$ cat config.mk
export PLATFORM = sky130hd
export DESIGN_NAME = pgws_div
export DESIGN_NICKNAME = d
export VERILOG_FILES = /design/src/hw/rtl/point_glow_wave_shader_top_macros.svh /design/src/hw/rtl/pgws_pkg.sv /design/src/hw/rtl/pgws_div.sv
export SDC_FILE = /design/constraint.sdc
export NUM_CORES = 2
export LEC_CHECK = 0
export ABC_AREA = 1
export BUFFER_PORTS_ARGS = -buffer_cell sky130_fd_sc_hd__buf_2
export CAP_MARGIN = 20
export CORE_MARGIN = 8
export CORE_UTILIZATION = 40
export CTS_BUF_LIST = sky130_fd_sc_hd__clkbuf_16
export DETAILED_ROUTE_END_ITERATION = 10
export HOLD_SLACK_MARGIN = 0.02
export PLACE_DENSITY = 0.66
export SLEW_MARGIN = 10
export SYNTH_ARGS = -nofsm -noshare
export SYNTH_HDL_FRONTEND = slang
export SYNTH_SLANG_ARGS = --single-unit
$ cat constraint.sdc
create_clock -name clk_i -period 3 [get_ports clk_i]
set_input_delay 0.15 -clock clk_i [delete_from_list [all_inputs] [get_ports clk_i]]
set_output_delay 0.15 -clock clk_i [all_outputs]
set_load 0.005 [all_outputs]
$ cat src/hw/rtl/point_glow_wave_shader_top_macros.svh
// Assertion macros for the point glow and wave shader.
// Used by the top level only; needs nothing else.
`ifndef POINT_GLOW_WAVE_SHADER_TOP_MACROS_SVH
`define POINT_GLOW_WAVE_SHADER_TOP_MACROS_SVH

// Same-cycle implication, disabled while reset is asserted.
`define PGWS_ASSERT_IMP(name, clk, rst_n, ante, cons, msg) \
  name: assert property (@(posedge clk) disable iff (!rst_n) (ante) |-> (cons)) \
    else $error(msg);

// Next-cycle implication, disabled while reset is asserted.
`define PGWS_ASSERT_NXT(name, clk, rst_n, ante, cons, msg) \
  name: assert property (@(posedge clk) disable iff (!rst_n) (ante) |=> (cons)) \
    else $error(msg);

`endif

$ cat src/hw/rtl/pgws_pkg.sv
// Shared constants, types and the cosine table of the point glow and wave shader.
// Used by the square root unit, the divider and the top level.
package pgws_pkg;

  localparam int FRAC_BITS       = 8;
  localparam int COS_TABLE_DEPTH = 256;
  localparam int COS_IDX_W       = $clog2(COS_TABLE_DEPTH);
  localparam int ROM_AW          = COS_IDX_W + 1;
  localparam int PHASE_W         = 20;

  // Datapath widths of the square root and divider units.
  localparam int SQ_IN_W     = 57;
  localparam int ROOT_W      = 29;
  localparam int SQRT_STAGES = ROOT_W;
  localparam int DIV_NUM_W   = 47;
  localparam int DIV_DEN_W   = 27;
  localparam int DIV_STAGES  = PHASE_W;

  // Point size scale: 4.0 and 2.0 in the size format.
  localparam int SIZE_FULL_SH = FRAC_BITS + 2;
  localparam int SIZE_HALF_SH = FRAC_BITS + 1;
  localparam int SIZE_FULL    = 1 << SIZE_FULL_SH;

  localparam longint unsigned ONE_Q30     = 64'd1 << 30;
  localparam longint unsigned HALF_PI_Q30 = 64'd1686629713;

  // Configuration register indexes.
  typedef enum logic [2:0] {
    CFG_GLOW_X        = 3'd0,
    CFG_GLOW_Y        = 3'd1,
    CFG_GLOW_RADIUS   = 3'd2,
    CFG_GLOW_STRENGTH = 3'd3,
    CFG_WAVE_RADIUS   = 3'd4,
    CFG_WAVE_STRENGTH = 3'd5,
    CFG_OUTER_RADIUS  = 3'd6
  } cfg_idx_e;

  typedef logic [31:0] cos_rom_t [COS_TABLE_DEPTH+1];

  // Q2.30 cosine samples over a quarter turn, each an 8-term Taylor series.
  function automatic cos_rom_t build_cos_rom();
    cos_rom_t rom;
    longint unsigned x;
    longint unsigned x2;
    longint unsigned inner;
    longint unsigned t;
    for (int i = 0; i <= COS_TABLE_DEPTH; i++) begin
      x = HALF_PI_Q30 * 64'(i) / COS_TABLE_DEPTH;
      x2 = (x * x) >> 30;
      inner = ONE_Q30;
      t = ((x2 * inner) >> 30) / 182;
      inner = (t > ONE_Q30) ? 64'd0 : ONE_Q30 - t;
      t = ((x2 * inner) >> 30) / 132;
      inner = (t > ONE_Q30) ? 64'd0 : ONE_Q30 - t;
      t = ((x2 * inner) >> 30) / 90;
      inner = (t > ONE_Q30) ? 64'd0 : ONE_Q30 - t;
      t = ((x2 * inner) >> 30) / 56;
      inner = (t > ONE_Q30) ? 64'd0 : ONE_Q30 - t;
      t = ((x2 * inner) >> 30) / 30;
      inner = (t > ONE_Q30) ? 64'd0 : ONE_Q30 - t;
      t = ((x2 * inner) >> 30) / 12;
      inner = (t > ONE_Q30) ? 64'd0 : ONE_Q30 - t;
      t = ((x2 * inner) >> 30) / 2;
      inner = (t > ONE_Q30) ? 64'd0 : ONE_Q30 - t;
      rom[i] = 32'(inner);
    end
    return rom;
  endfunction

  localparam cos_rom_t COS_ROM = build_cos_rom();

endpackage

$ cat src/hw/rtl/pgws_div.sv
// Pipelined restoring divider, one quotient bit per stage.
// The quotient must fit in DIV_STAGES bits. Depends on pgws_pkg.
module pgws_div (
  input  logic                           clk_i,
  input  logic                           en_i,
  input  logic [pgws_pkg::DIV_NUM_W-1:0] num_i,
  input  logic [pgws_pkg::DIV_DEN_W-1:0] den_i,
  output logic [pgws_pkg::PHASE_W-1:0]   quo_o
);
  import pgws_pkg::*;

  logic [DIV_NUM_W-1:0] rem_q [DIV_STAGES-1];
  logic [DIV_DEN_W-1:0] den_q [DIV_STAGES-1];
  logic [PHASE_W-1:0]   quo_q [DIV_STAGES];

  for (genvar j = 0; j < DIV_STAGES; j++) begin : g_stage
    localparam int B = DIV_STAGES - 1 - j;
    logic [DIV_NUM_W-1:0] rem_in;
    logic [DIV_DEN_W-1:0] den_in;
    logic [PHASE_W-1:0]   quo_in;
    logic [DIV_NUM_W-1:0] dsh;
    logic                 take;

    if (j == 0) begin : g_first
      assign rem_in = num_i;
      assign den_in = den_i;
      assign quo_in = '0;
    end else begin : g_next
      assign rem_in = rem_q[j-1];
      assign den_in = den_q[j-1];
      assign quo_in = quo_q[j-1];
    end

    // Try to take the divisor shifted to this quotient bit.
    assign dsh  = DIV_NUM_W'(den_in) << B;
    assign take = rem_in >= dsh;

    always_ff @(posedge clk_i) begin
      if (en_i) begin
        quo_q[j] <= take ? (quo_in | (PHASE_W'(1) << B)) : quo_in;
      end
    end

    if (j < DIV_STAGES - 1) begin : g_fwd
      always_ff @(posedge clk_i) begin
        if (en_i) begin
          rem_q[j] <= take ? (rem_in - dsh) : rem_in;
          den_q[j] <= den_in;
        end
      end
    end
  end

  assign quo_o = quo_q[DIV_STAGES-1];

endmodule
After elaboration in Yosys (flattened, before gate mapping)
Memories as Yosys holds them, arrays and structs flattened.
Cells that the tools add are included.

storage, ports and cells
  flip-flop bits (word level) = 0
  bits in writable memories = 1,806
  input port bits = 76
  memories = 3

operators by class
  add/sub/neg operators = 19
  magnitude comparators = 20
  multiplexer cells = 41

memories
  name   words  width  rd ports  clocked after memory_dff  wr ports  line            text
  rem_q  19     47     19        0                         19        pgws_div.sv:12  logic [DIV_NUM_W-1:0] rem_q [DIV_STAGES-1];
  den_q  19     27     19        0                         19        pgws_div.sv:13  logic [DIV_DEN_W-1:0] den_q [DIV_STAGES-1];
  quo_q  20     20     20        0                         20        pgws_div.sv:14  logic [PHASE_W-1:0] quo_q [DIV_STAGES];

operators by type and width
  cell                                          number
  2-to-1 mux 47 bit                             19
  greater-or-equal comparator 47 x 27 -> 1 bit  1
  greater-or-equal comparator 47 x 28 -> 1 bit  1
  greater-or-equal comparator 47 x 29 -> 1 bit  1
  greater-or-equal comparator 47 x 30 -> 1 bit  1
  greater-or-equal comparator 47 x 31 -> 1 bit  1
  greater-or-equal comparator 47 x 32 -> 1 bit  1
  greater-or-equal comparator 47 x 33 -> 1 bit  1
  greater-or-equal comparator 47 x 34 -> 1 bit  1
  greater-or-equal comparator 47 x 35 -> 1 bit  1
  greater-or-equal comparator 47 x 36 -> 1 bit  1
  greater-or-equal comparator 47 x 37 -> 1 bit  1
  greater-or-equal comparator 47 x 38 -> 1 bit  1
  greater-or-equal comparator 47 x 39 -> 1 bit  1
  greater-or-equal comparator 47 x 40 -> 1 bit  1
  greater-or-equal comparator 47 x 41 -> 1 bit  1
  greater-or-equal comparator 47 x 42 -> 1 bit  1
  greater-or-equal comparator 47 x 43 -> 1 bit  1
  greater-or-equal comparator 47 x 44 -> 1 bit  1
  greater-or-equal comparator 47 x 45 -> 1 bit  1
  greater-or-equal comparator 47 x 46 -> 1 bit  1
  subtractor 47 x 28 -> 47 bit                  1
  subtractor 47 x 29 -> 47 bit                  1
  subtractor 47 x 30 -> 47 bit                  1
  36 further kinds                              38

Logic depth before layout (Yosys ltp)
An unclocked memory read counts as a cell.

  depth after elaboration = 3
  mapped depth = 17

Worst setup path before layout
OpenSTA, ideal clock, no wires.

  path kind = register to register
  from = memory rem_q[15][3]
  to = memory rem_q[16][10] (data pin)
  data arrival time = 2.085 ns
  setup slack = 0.651 ns
  stages on the path, launching flop included = 14
  path buffers = 1
  clock period less this slack = 2.349 ns
  cell sequence = edfxtp_1 > inv_1 > ha_1 > inv_1 > fa_1 > nand3_1 > nand3_1 > nand3_1 > nand3_1 > nand3_1 > nand3_2 > inv_2 > clkbuf_1 > o21ai_0

RTL lines
  element      line
  from (decl)  pgws_div.sv:12

==> summary.txt <==
largest cells by area after synthesis -> edfxtp_1, nand2_1, inv_1
io pins -> 96
DRC errors left -> 0
setup_tns -> 0 ns
register area share after synthesis -> 45.5%
Max-cap violations -> 0
endpoints failing setup -> 0
drt pass-1 iters -> 8
area occupied by multi-input gates -> 47500 um2
CP required -> 3.61 ns
Core Region -> 265000 um2
flops & latches, synth -> 1616
power per standard cell area -> 900 nW/um2
proportion of netlist area held by the largest area contributor -> 45.5%
NumNets Final -> 15457
row cnt -> 189
GRT Resource Usage Total -> 24.3%
Pleak -> 58.8 nW
Final Skew -> 0.0793 ns
Worst EP arrival -> 3.49 ns
area leader, netlist -> edfxtp_1
Sink Count -> 1616
Clk Latency, worst-skew pair -> 0.89 ns
crit path kind -> reg2reg
Area growth syn-to-layout -> 13.4%
minimum clock period -> 2.88 ns
Tot Pwr -> 109 mW
Post-Syn Instances -> 14262
register area -> 48500 um2
fmax -> 347 MHz
First DRT Iteration DRCs -> 9530
initial core utilization -> 40.2%
synth warn -> 0
Buffers on Ports -> 95
Post-Syn Nets -> 14897
CTS tree -> built
vias in the first global route -> 87958
Vias per Instance -> 5.01
H-tree Lvls -> 4
period utilisation layout -> 96.0%
Netlist cell types -> 46
run status -> finished, final reports clean
asr flop ratio synth -> 0%
DIE HEIGHT -> 532 um
Slew @ Worst Pin -> 0.931 ns
gr ovfl total -> 0
CTS clk-pin slew, worst paths -> 0.06 ns
Final Hold Fails -> 0
Synth Flop Type -> edfxtp_1
Post-Syn Area -> 107000 um2
count leader, synth -> nand2_1
RSZ-0062 raised after global routing -> no
CTS Root Cell -> clkbuf_16
initial antenna violation count -> 7
Rel. slew slack -> 37.9%
commonest cells in the netlist -> nand2_1, inv_1, edfxtp_1
first-pass GRT wire length -> 534000 um
DIE WIDTH -> 532 um
Wirelength per Cell -> 19.3 um
CP startpoint kind -> register
routability cong. -> 1.01
number of fill cells -> 26571
final wirelength -> 358000 um
dpl hpwl -> 292000 um
Final Slew Violations -> 0
syn_area_per_cell -> 7.48 um2
pin count of the biggest net entering global routing -> 155
Post-synth EDFFs -> 1616
Worst Setup End Kind -> register
total number of vias -> 92675
Max FO, Critical Path -> 23
HP Class -> in2reg
CTS buffer count -> 187
Worst VDD drop -> 0.558 mV
layout cells sized above 1 -> 4.88%
CTS max path bufs -> 4
die area -> 283000 um2
Final ANT Viol Nets -> 0
per-stage QoR:
step	worst slack [ns]	instances	util, %	hold WS, ns	area [um2]
floorplan	0.651	14262	-	0.249	107000
global placement	0.0648	18034	42.7	0.340	113000
detailed placement	0.0507	18034	42.7	0.343	113000
CTS	0.00729	18497	45.6	0.0208	121000
global route	0.00695	18506	45.6	0.0907	121000
finish	0.121	18509	45.6	0.106	121000
per-layer routing:
layer / GRT usage (%) / part of all wire, % / vias to the layer above
li1: - / - / 46224
met1: 32.7 / 44 / 42518
met2: 40.2 / 45 / 3342
met3: 3.21 / 6.9 / 589
met4: 8.75 / 4.1 / 2
met5: 0 / 0.0036 / -
kinds of logic after synthesis:
family | count (synthesis) | share of synthesized area [%]
buffers and inverters | 2759 | 9.98
xor gates and xnor gates | 333 | 2.73
DFF | 1616 | 45.5
AOI/OAI and AO/OA | 883 | 4.40
adders and majority gates | 559 | 6.69
and+or+nand+nor | 8112 | 30.7
sequential cells by signal, indices dropped and copies added (netlist names):
signal	flops
rem_q	893
quo_q	210
den_q	513
path summary, 6_finish.rpt:
kind,start,end,slack (ns),cells past startpoint
setup / recovery,den_q[8][14]$_DFFE_PP_,rem_q[9][10]$_DFFE_PP_,0.12,12
hold / removal,num_i[31],rem_q[0][31]$_DFFE_PP_,0.11,4
setup reg to reg,den_q[8][14]$_DFFE_PP_,rem_q[9][10]$_DFFE_PP_,0.12,12
hold reg to reg,quo_q[6][14]$_DFFE_PP_,quo_q[7][14]$_DFFE_PP_,0.40,0
placed cells by master, fill, tap and decap left out, types with 74 or more instances in the layout:
cell type,n
nor2_1,1300
nand2_1,5499
nand3_1,788
xor2_1,251
xnor2_1,82
ha_1,540
nor3_1,124
dlygate4sd3_1,124
o21ai_0,257
inv_1,2654
clkbuf_16,189
nand4_1,236
buf_2,94
edfxtp_1,1616
a21oi_1,500
nand3b_1,74
buf_4,235
timing repair:
item                       CTS  global route
buffers inserted             1             7
hold endpoints to repair   347             0
resized for setup            0            12
hold buffers               124             0
setup endpoints to repair    1            97
critical path: stages (launching register included):
cell and delay, ns:
edfxtp_1 0.52, inv_1 0.08, ha_1 0.35, nand2_1 0.09, nand2_1 0.10, a21oi_1 0.30, o21bai_1 0.14, inv_1 0.11
nand3_1 0.15, nand2_1 0.12, nand2_2 0.09, buf_12 0.17, o21ai_0 0.39
report_power, final:
group	switching, mW	internal (mW)
registers	4.47	31.6
clock network	9.75	13.9
logic	33.1	15.9
total	47.3	61.4
final cells by class:
class                   instances  share of cell area [%]
clock buffers                 189                    3.91
well taps                    3533                    3.66
multi-input cells            9887                    39.3
repair buffers                489                    3.47
diodes                          5                  0.0103
inverters                    2641                    8.20
flip-flops and latches       1616                    40.1
clock inverters               149                    1.29
No activity file was read; power rests on OpenSTA's default activity.
