`src/hw/rtl/point_glow_wave_shader_top_macros.svh`:
```
// Assertion macros for the point glow and wave shader.
// Used by the top level only; needs nothing else.
`ifndef POINT_GLOW_WAVE_SHADER_TOP_MACROS_SVH
`define POINT_GLOW_WAVE_SHADER_TOP_MACROS_SVH

// Same-cycle implication, disabled while reset is asserted.
`define PGWS_ASSERT_IMP(name, clk, rst_n, ante, cons, msg) \
  name: assert property (@(posedge clk) disable iff (!rst_n) (ante) |-> (cons)) \
    else $error(msg);

// Next-cycle implication, disabled while reset is asserted.
`define PGWS_ASSERT_NXT(name, clk, rst_n, ante, cons, msg) \
  name: assert property (@(posedge clk) disable iff (!rst_n) (ante) |=> (cons)) \
    else $error(msg);

`endif

```
`src/hw/rtl/pgws_pkg.sv`:
```
// Shared constants, types and the cosine table of the point glow and wave shader.
// Used by the square root unit, the divider and the top level.
package pgws_pkg;

  localparam int FRAC_BITS       = 8;
  localparam int COS_TABLE_DEPTH = 256;
  localparam int COS_IDX_W       = $clog2(COS_TABLE_DEPTH);
  localparam int ROM_AW          = COS_IDX_W + 1;
  localparam int PHASE_W         = 20;

  // Datapath widths of the square root and divider units.
  localparam int SQ_IN_W     = 57;
  localparam int ROOT_W      = 29;
  localparam int SQRT_STAGES = ROOT_W;
  localparam int DIV_NUM_W   = 47;
  localparam int DIV_DEN_W   = 27;
  localparam int DIV_STAGES  = PHASE_W;

  // Point size scale: 4.0 and 2.0 in the size format.
  localparam int SIZE_FULL_SH = FRAC_BITS + 2;
  localparam int SIZE_HALF_SH = FRAC_BITS + 1;
  localparam int SIZE_FULL    = 1 << SIZE_FULL_SH;

  localparam longint unsigned ONE_Q30     = 64'd1 << 30;
  localparam longint unsigned HALF_PI_Q30 = 64'd1686629713;

  // Configuration register indexes.
  typedef enum logic [2:0] {
    CFG_GLOW_X        = 3'd0,
    CFG_GLOW_Y        = 3'd1,
    CFG_GLOW_RADIUS   = 3'd2,
    CFG_GLOW_STRENGTH = 3'd3,
    CFG_WAVE_RADIUS   = 3'd4,
    CFG_WAVE_STRENGTH = 3'd5,
    CFG_OUTER_RADIUS  = 3'd6
  } cfg_idx_e;

  typedef logic [31:0] cos_rom_t [COS_TABLE_DEPTH+1];

  // Q2.30 cosine samples over a quarter turn, each an 8-term Taylor series.
  function automatic cos_rom_t build_cos_rom();
    cos_rom_t rom;
    longint unsigned x;
    longint unsigned x2;
    longint unsigned inner;
    longint unsigned t;
    for (int i = 0; i <= COS_TABLE_DEPTH; i++) begin
      x = HALF_PI_Q30 * 64'(i) / COS_TABLE_DEPTH;
      x2 = (x * x) >> 30;
      inner = ONE_Q30;
      t = ((x2 * inner) >> 30) / 182;
      inner = (t > ONE_Q30) ? 64'd0 : ONE_Q30 - t;
      t = ((x2 * inner) >> 30) / 132;
      inner = (t > ONE_Q30) ? 64'd0 : ONE_Q30 - t;
      t = ((x2 * inner) >> 30) / 90;
      inner = (t > ONE_Q30) ? 64'd0 : ONE_Q30 - t;
      t = ((x2 * inner) >> 30) / 56;
      inner = (t > ONE_Q30) ? 64'd0 : ONE_Q30 - t;
      t = ((x2 * inner) >> 30) / 30;
      inner = (t > ONE_Q30) ? 64'd0 : ONE_Q30 - t;
      t = ((x2 * inner) >> 30) / 12;
      inner = (t > ONE_Q30) ? 64'd0 : ONE_Q30 - t;
      t = ((x2 * inner) >> 30) / 2;
      inner = (t > ONE_Q30) ? 64'd0 : ONE_Q30 - t;
      rom[i] = 32'(inner);
    end
    return rom;
  endfunction

  localparam cos_rom_t COS_ROM = build_cos_rom();

endpackage

```
`src/hw/rtl/pgws_sqrt.sv`:
```
// Pipelined integer square root, one result bit per stage, floored.
// Depends on pgws_pkg for its widths.
module pgws_sqrt (
  input  logic                         clk_i,
  input  logic                         en_i,
  input  logic [pgws_pkg::SQ_IN_W-1:0] rad_i,
  output logic [pgws_pkg::ROOT_W-1:0]  root_o
);
  import pgws_pkg::*;

  logic [SQ_IN_W-1:0] rem_q  [SQRT_STAGES-1];
  logic [ROOT_W-1:0]  root_q [SQRT_STAGES];

  for (genvar j = 0; j < SQRT_STAGES; j++) begin : g_stage
    localparam int K = SQRT_STAGES - 1 - j;
    logic [SQ_IN_W-1:0] rem_in;
    logic [ROOT_W-1:0]  root_in;
    logic [SQ_IN_W:0]   trial;
    logic               take;

    if (j == 0) begin : g_first
      assign rem_in  = rad_i;
      assign root_in = '0;
    end else begin : g_next
      assign rem_in  = rem_q[j-1];
      assign root_in = root_q[j-1];
    end

    // Setting bit K adds 2*root*2^K + 2^2K to the square.
    assign trial = ((SQ_IN_W+1)'(root_in) << (K + 1)) | ((SQ_IN_W+1)'(1) << (2 * K));
    assign take  = {1'b0, rem_in} >= trial;

    always_ff @(posedge clk_i) begin
      if (en_i) begin
        root_q[j] <= take ? (root_in | (ROOT_W'(1) << K)) : root_in;
      end
    end

    if (j < SQRT_STAGES - 1) begin : g_rem
      always_ff @(posedge clk_i) begin
        if (en_i) begin
          rem_q[j] <= take ? (rem_in - trial[SQ_IN_W-1:0]) : rem_in;
        end
      end
    end
  end

  assign root_o = root_q[SQRT_STAGES-1];

endmodule

```
`config.mk`:
```
export PLATFORM = sky130hd
export DESIGN_NAME = pgws_sqrt
export DESIGN_NICKNAME = d
export VERILOG_FILES = /design/src/hw/rtl/point_glow_wave_shader_top_macros.svh /design/src/hw/rtl/pgws_pkg.sv /design/src/hw/rtl/pgws_sqrt.sv
export SDC_FILE = /design/constraint.sdc
export NUM_CORES = 2
export LEC_CHECK = 0
export ABC_AREA = 1
export BUFFER_PORTS_ARGS = -buffer_cell sky130_fd_sc_hd__buf_4
export CELL_PAD_IN_SITES_DETAIL_PLACEMENT = 0
export CELL_PAD_IN_SITES_GLOBAL_PLACEMENT = 2
export CORE_MARGIN = 2
export CORE_UTILIZATION = 36
export DETAILED_ROUTE_END_ITERATION = 10
export PLACE_DENSITY_LB_ADDON = 0.1
export SLEW_MARGIN = 20
export SYNTH_ARGS = -nofsm -noshare
export SYNTH_HDL_FRONTEND = slang
export SYNTH_SLANG_ARGS = --single-unit
export TNS_END_PERCENT = 10
```
`constraint.sdc`:
```
create_clock -name clk_i -period 2.4 [get_ports clk_i]
set_clock_uncertainty 0.2 [all_clocks]
set_input_delay 0.72 -clock clk_i [delete_from_list [all_inputs] [get_ports clk_i]]
set_output_delay 0.72 -clock clk_i [all_outputs]
set_load 0.05 [all_outputs]
```
== After elaboration in Yosys (flattened, before gate mapping) ==
Memories as Yosys holds them, arrays and structs flattened.
Cells that the tools add are included.
Word-level totals
  bits of input ports: 59
  memories kept: 2
  flip-flop bits (word level): 0
  memory bits (writable): 2437
  output and inout bits: 29
  logic and storage cells: 118
Memories
  rem_q: words 28, width 57, read ports 28, clocked after Yosys merged registers in 0, wr ports 28, RTL line pgws_sqrt.sv:11  | logic [SQ_IN_W-1:0] rem_q [SQRT_STAGES-1];
  root_q: words 29, width 29, read ports 29, clocked after Yosys merged registers in 0, wr ports 29, RTL line pgws_sqrt.sv:12  | logic [ROOT_W-1:0] root_q [SQRT_STAGES];
Cells by class
  multiplexer cells: 59
  order comparisons: 29
  add/sub/neg operators: 28
Operators by type and width (number)
  $mux 57: 28
  $ge 57x30->1: 1
  $ge 57x31->1: 1
  $ge 57x32->1: 1
  $ge 57x33->1: 1
  $ge 57x34->1: 1
  $ge 57x35->1: 1
  $ge 57x36->1: 1
  $ge 57x37->1: 1
  $ge 57x38->1: 1
  $ge 57x39->1: 1
  $ge 57x40->1: 1
  $ge 57x41->1: 1
  $ge 57x42->1: 1
  $ge 57x43->1: 1
  $ge 57x44->1: 1
  $ge 57x45->1: 1
  $ge 57x46->1: 1
  $ge 57x47->1: 1
  $ge 57x48->1: 1
  $ge 57x49->1: 1
  $ge 57x50->1: 1
  $ge 57x51->1: 1
  $ge 57x52->1: 1
  63 further kinds: 65

== Depth between registers and ports, before layout ==
An unclocked memory read counts as a cell.
  depth in word-level cells: 3
  mapped depth: 17
  depth with buffers taken out: 16

== Least setup slack after synthesis ==
OpenSTA, ideal clock, no wires.
  path kind: register -> register
  start point: mem rem_q[25][17], in the netlist rem_q[1][530]
  end point: mem rem_q[26][10], in the netlist rem_q[1][580] (data pin)
  arrival time: 1.953 ns
  clock period less this slack: 2.410 ns
  path slack: -0.010 ns
  library setup time: 0.257 ns
  stages on the path, launching flop included: 15
  data required time: 1.943 ns
  path buffers: 2
  path through: edfxtp_1 > ha_1 > nand2_1 > nor2_2 > nand2_2 > nor2_4 > nand3_2 > nor2_2 > nor2_2 > nand2_4 > inv_4 > buf_12 > buf_12 > nand2_4 > o21ai_2
RTL lines (RTL line)
  from (decl): pgws_sqrt.sv:11

==> summary.txt <==
Global routing
  • GRT overflow: 0
  • Largest net degree at the start of global routing: between 70 and 80
  • GRT Overall Usage: 27.24%
  • Initial antenna violation count: 16
  • Number of global-route vias before repair: around 110k
  • First-pass GRT wire length: 676.8 mm

Final layout
  • Fraction of layout cells with a size suffix above 1: approximately 33%
  • Commonest cells after routing, fill and taps aside: nand2_1, buf_4, inv_1
  • Commonest non-fill, non-tap cell in the layout: nand2_1
  • Fillers: roughly 30000
  • Layout area overhead: 45.87%
  • Final nets: between 15000 and 20000

Critical path
  • Crit-path cells: ha_4 > nand2_4 > nor2_4 > nand2_2 > nor2_4 > nand3_4 > nor2_4 > nor2_4 > nand2_4 > inv_8 > buf_12 > nand2_1 > nand2_1
  • Critical path's top delay family: simple AND/OR/NAND/NOR gates
  • CP Capture Type: flip-flop
  • Most used cell along the critical path: nor2_4
  • CP Buf/Inv Count: 2
  • Crit Path Category: flip-flop to flip-flop
  • Crit path max-delay cell type: edfxtp_1
  • CP Launch Type: flip-flop
  • Worst path max stage delay: ~0.55 ns
  • Critical-path maximum fanout: 12
  • Critical Path RT: between 2 and 3 ns
  • CP arrival: approximately 3.2 ns

Power
  • PnR Total Power: about 140 mW
  • Internal power: about 90 mW
  • Worst vdd ir: ~0.80 mV
  • Comb pwr share: 40.2%
  • Clock power frac: 24.7%
  • Leakage: slightly below 80 nW
  • Reg power frac: about a third
  • Power Density: between 800 and 900 nW/um2
  • NetSw: 51.08 mW
  • Sw frac: between 30% and 40%

Yosys
  • #FFs+latches synth: 2031
  • Synth top area share: approximately half
  • Cell taking the most area after synthesis: edfxtp_1
  • Synth Area in Adders: 4.878%
  • Combinational family with the most area after synthesis: simple AND/OR/NAND/NOR gates
  • Post-synthesis mux area share: 0%
  • XOR/XNOR share of the synthesized area: under 10%
  • Syn Area/Cell: slightly above 8 um2
  • Synth Area in Compound Gates: about 4.1%
  • Netlist cell types: 58
  • Synth area leaders: edfxtp_1, nand2_1, inv_1, nor2_1, ha_1
  • Post-Syn Instances: around 14000
  • Warnings from Yosys: 0
  • Top FF cell, synth: edfxtp_1
  • Number of flops mapped to enable cells by yosys: ~2000
  • Async SR Flop Fraction: 0%
  • Synthesized cell area: around 120000 um2
  • Simple-gate area share of the yosys netlist: between 20% and 30%
  • Seq/Total Area, Yosys: about half
  • Syn_nets: approximately 15000

Clock tree
  • H-tree levels: 4
  • Bufs on Longest Clock Path: 4
  • Num Clock Sinks: around 2000
  • Clk pin slew, worst setup/hold paths: about 0.060 ns
  • TritonCTS buffer count: 226
  • Worst skew pair latency: approximately 0.97 ns
  • CTS tree: built
  • Clk root buf: clkbuf_16

Run
  • Max-cap violation count: 0

Place
  • Detailed-placement wirelength estimate: around 380 mm
  • Routability Congestion: roughly 0.95
  • Port bufs: between 80 and 90

STA
  • Minimum clock period: 2.721 ns
  • WHS: approximately 0.17 ns
  • Post-route setup slack: -0.3208 ns
  • Worst slew margin: between 50% and 60%
  • Final hold vios: 0
  • Fmax: ~370 MHz
  • Unrepaired setup endpoints after global routing: true
  • Final slew viol count: 0
  • Final setup viols: 749
  • Slew at the pin closest to its max-slew limit: ~0.65 ns
  • Final worst path period share: 113.4%

Floorplanning
  • Die Area: between 300000 and 400000 um2
  • Chip height: 576.5 um
  • Die W: roughly 580 um
  • # IOs: 88
  • FP Rows: 210
  • Initial Util: between 30% and 40%
  • CORE AREA: approximately 330000 um2

Outcome
  • Outcome: finished, violations left
  • Failing checks: setup timing

Detailed routing
  • Routed via count: 109400
  • ANT nets after route: 0
  • Via/cell ratio: approximately 4.7
  • WL final: roughly 470 mm
  • Number of remaining DRC errors: 0
  • Starting DRT DRC Count: ~7400
  • Drt first pass iters: 8
  • WL per Instance: about 20 um

Worst hold path
  • Min-delay worst type: input port to flip-flop
==> repair_timing <==
| action | CTS | global route |
|---|---|---|
| hold endpoints to repair | 57 | 0 |
| resized for setup | 866 | 1125 |
| setup buffers | 220 | 262 |
| pin swaps | 248 | 308 |
| hold buffers | 57 | 0 |
| gates cloned | 26 | 14 |
| setup endpoints to repair | 822 | 819 |
==> flip-flops by register name, summed over array words and instances (netlist names) <==
| signal | count |
|---|---|
| rem_q | 1596 |
| root_q | 435 |
==> path summary, 6_finish.rpt <==
check,cells after the start,slack [ns],start,to
min reg2reg,0,0.19,rem_q[0][590],rem_q[0][647]
max,13,-0.32,rem_q[1][534],rem_q[1][601]
max reg2reg,13,-0.32,rem_q[1][534],rem_q[1][601]
min,2,0.17,en_i,rem_q[0][449]
==> final cells by class <==
type,count,area (um2),share of cell area [%]
sequential,2031,60990,35.44
multi-input combinational,9690,55270,32.12
timing repair buffer,4137,33710,19.59
inverter,2432,9198,5.345
clock buffer,250,5746,3.339
tap,4346,5438,3.160
clock inverter,164,1729,1.005
antenna,4,10.01,0.005816
==> power groups by stage <==
stage	Combinational, mW	Clock, mW	Sequential (mW)
after global routing	62.9	37.5	50.7
final	57.6	35.4	50.4
after global placement	50.0	0	50.5
after floorplan	23.1	0	47.9
after detailed placement	50.0	0	50.6
after CTS	53.3	36.2	50.1
==> synthesized netlist by cell type, types with 15 or more instances <==
cell      instances
buf_6            29
ha_1            460
a21boi_0         15
nand2_2          20
and2_1           29
buf_4            24
inv_2            25
o21ai_2          20
buf_2            47
edfxtp_1       2031
a21oi_1         468
o21ai_1          42
nand4_1         279
xor2_1          233
nor3_1          136
o21ai_0         211
a21o_1           17
inv_1          2403
a21oi_2          43
o21bai_1         22
xnor2_1         148
nor2_1         1608
nand2_1        4817
nand3_1         764
nor4_1           88
nand3b_1         98
nand2_4          23
nor2_2           36
or2_2            25
==> stage by stage <==
step	setup slack [ns]	TNS, ns	util (%)	std cells	cell area [um2]
2_1_floorplan	0.005376	0	-	14260	118100
3_3_place_gp	-1.077	-270.47	46.18	22100	150800
3_5_place_dp	-1.128	-268.31	46.18	22100	150800
4_1_cts	-0.3102	-143.15	50.63	22800	165300
5_1_grt	-0.3846	-202.95	52.69	23050	172100
6_report	-0.3208	-114.24	52.69	23050	172100
==> cell families after synthesis <==
| group | Yosys count |
|---|---|
| AOI/OAI and AO/OA | 876 |
| adders and majority gates | 460 |
| xor gates and xnor gates | 381 |
| DFF | 2031 |
| buffers and inverters | 2542 |
| other | 1 |
| and+or+nand+nor | 7971 |
==> layer usage <==
metal / vias to the layer above / part of all wire (%) / track usage (%)
met1: 51750 / 44 / 35.62
met4: 4 / 4.3 / 10.18
met3: 685 / 4.1 / 2.693
li1: 54510 / - / -
met2: 2450 / 48 / 46.59
met5: - / 0.0051 / 0
No activity file was read; power rests on OpenSTA's default activity.
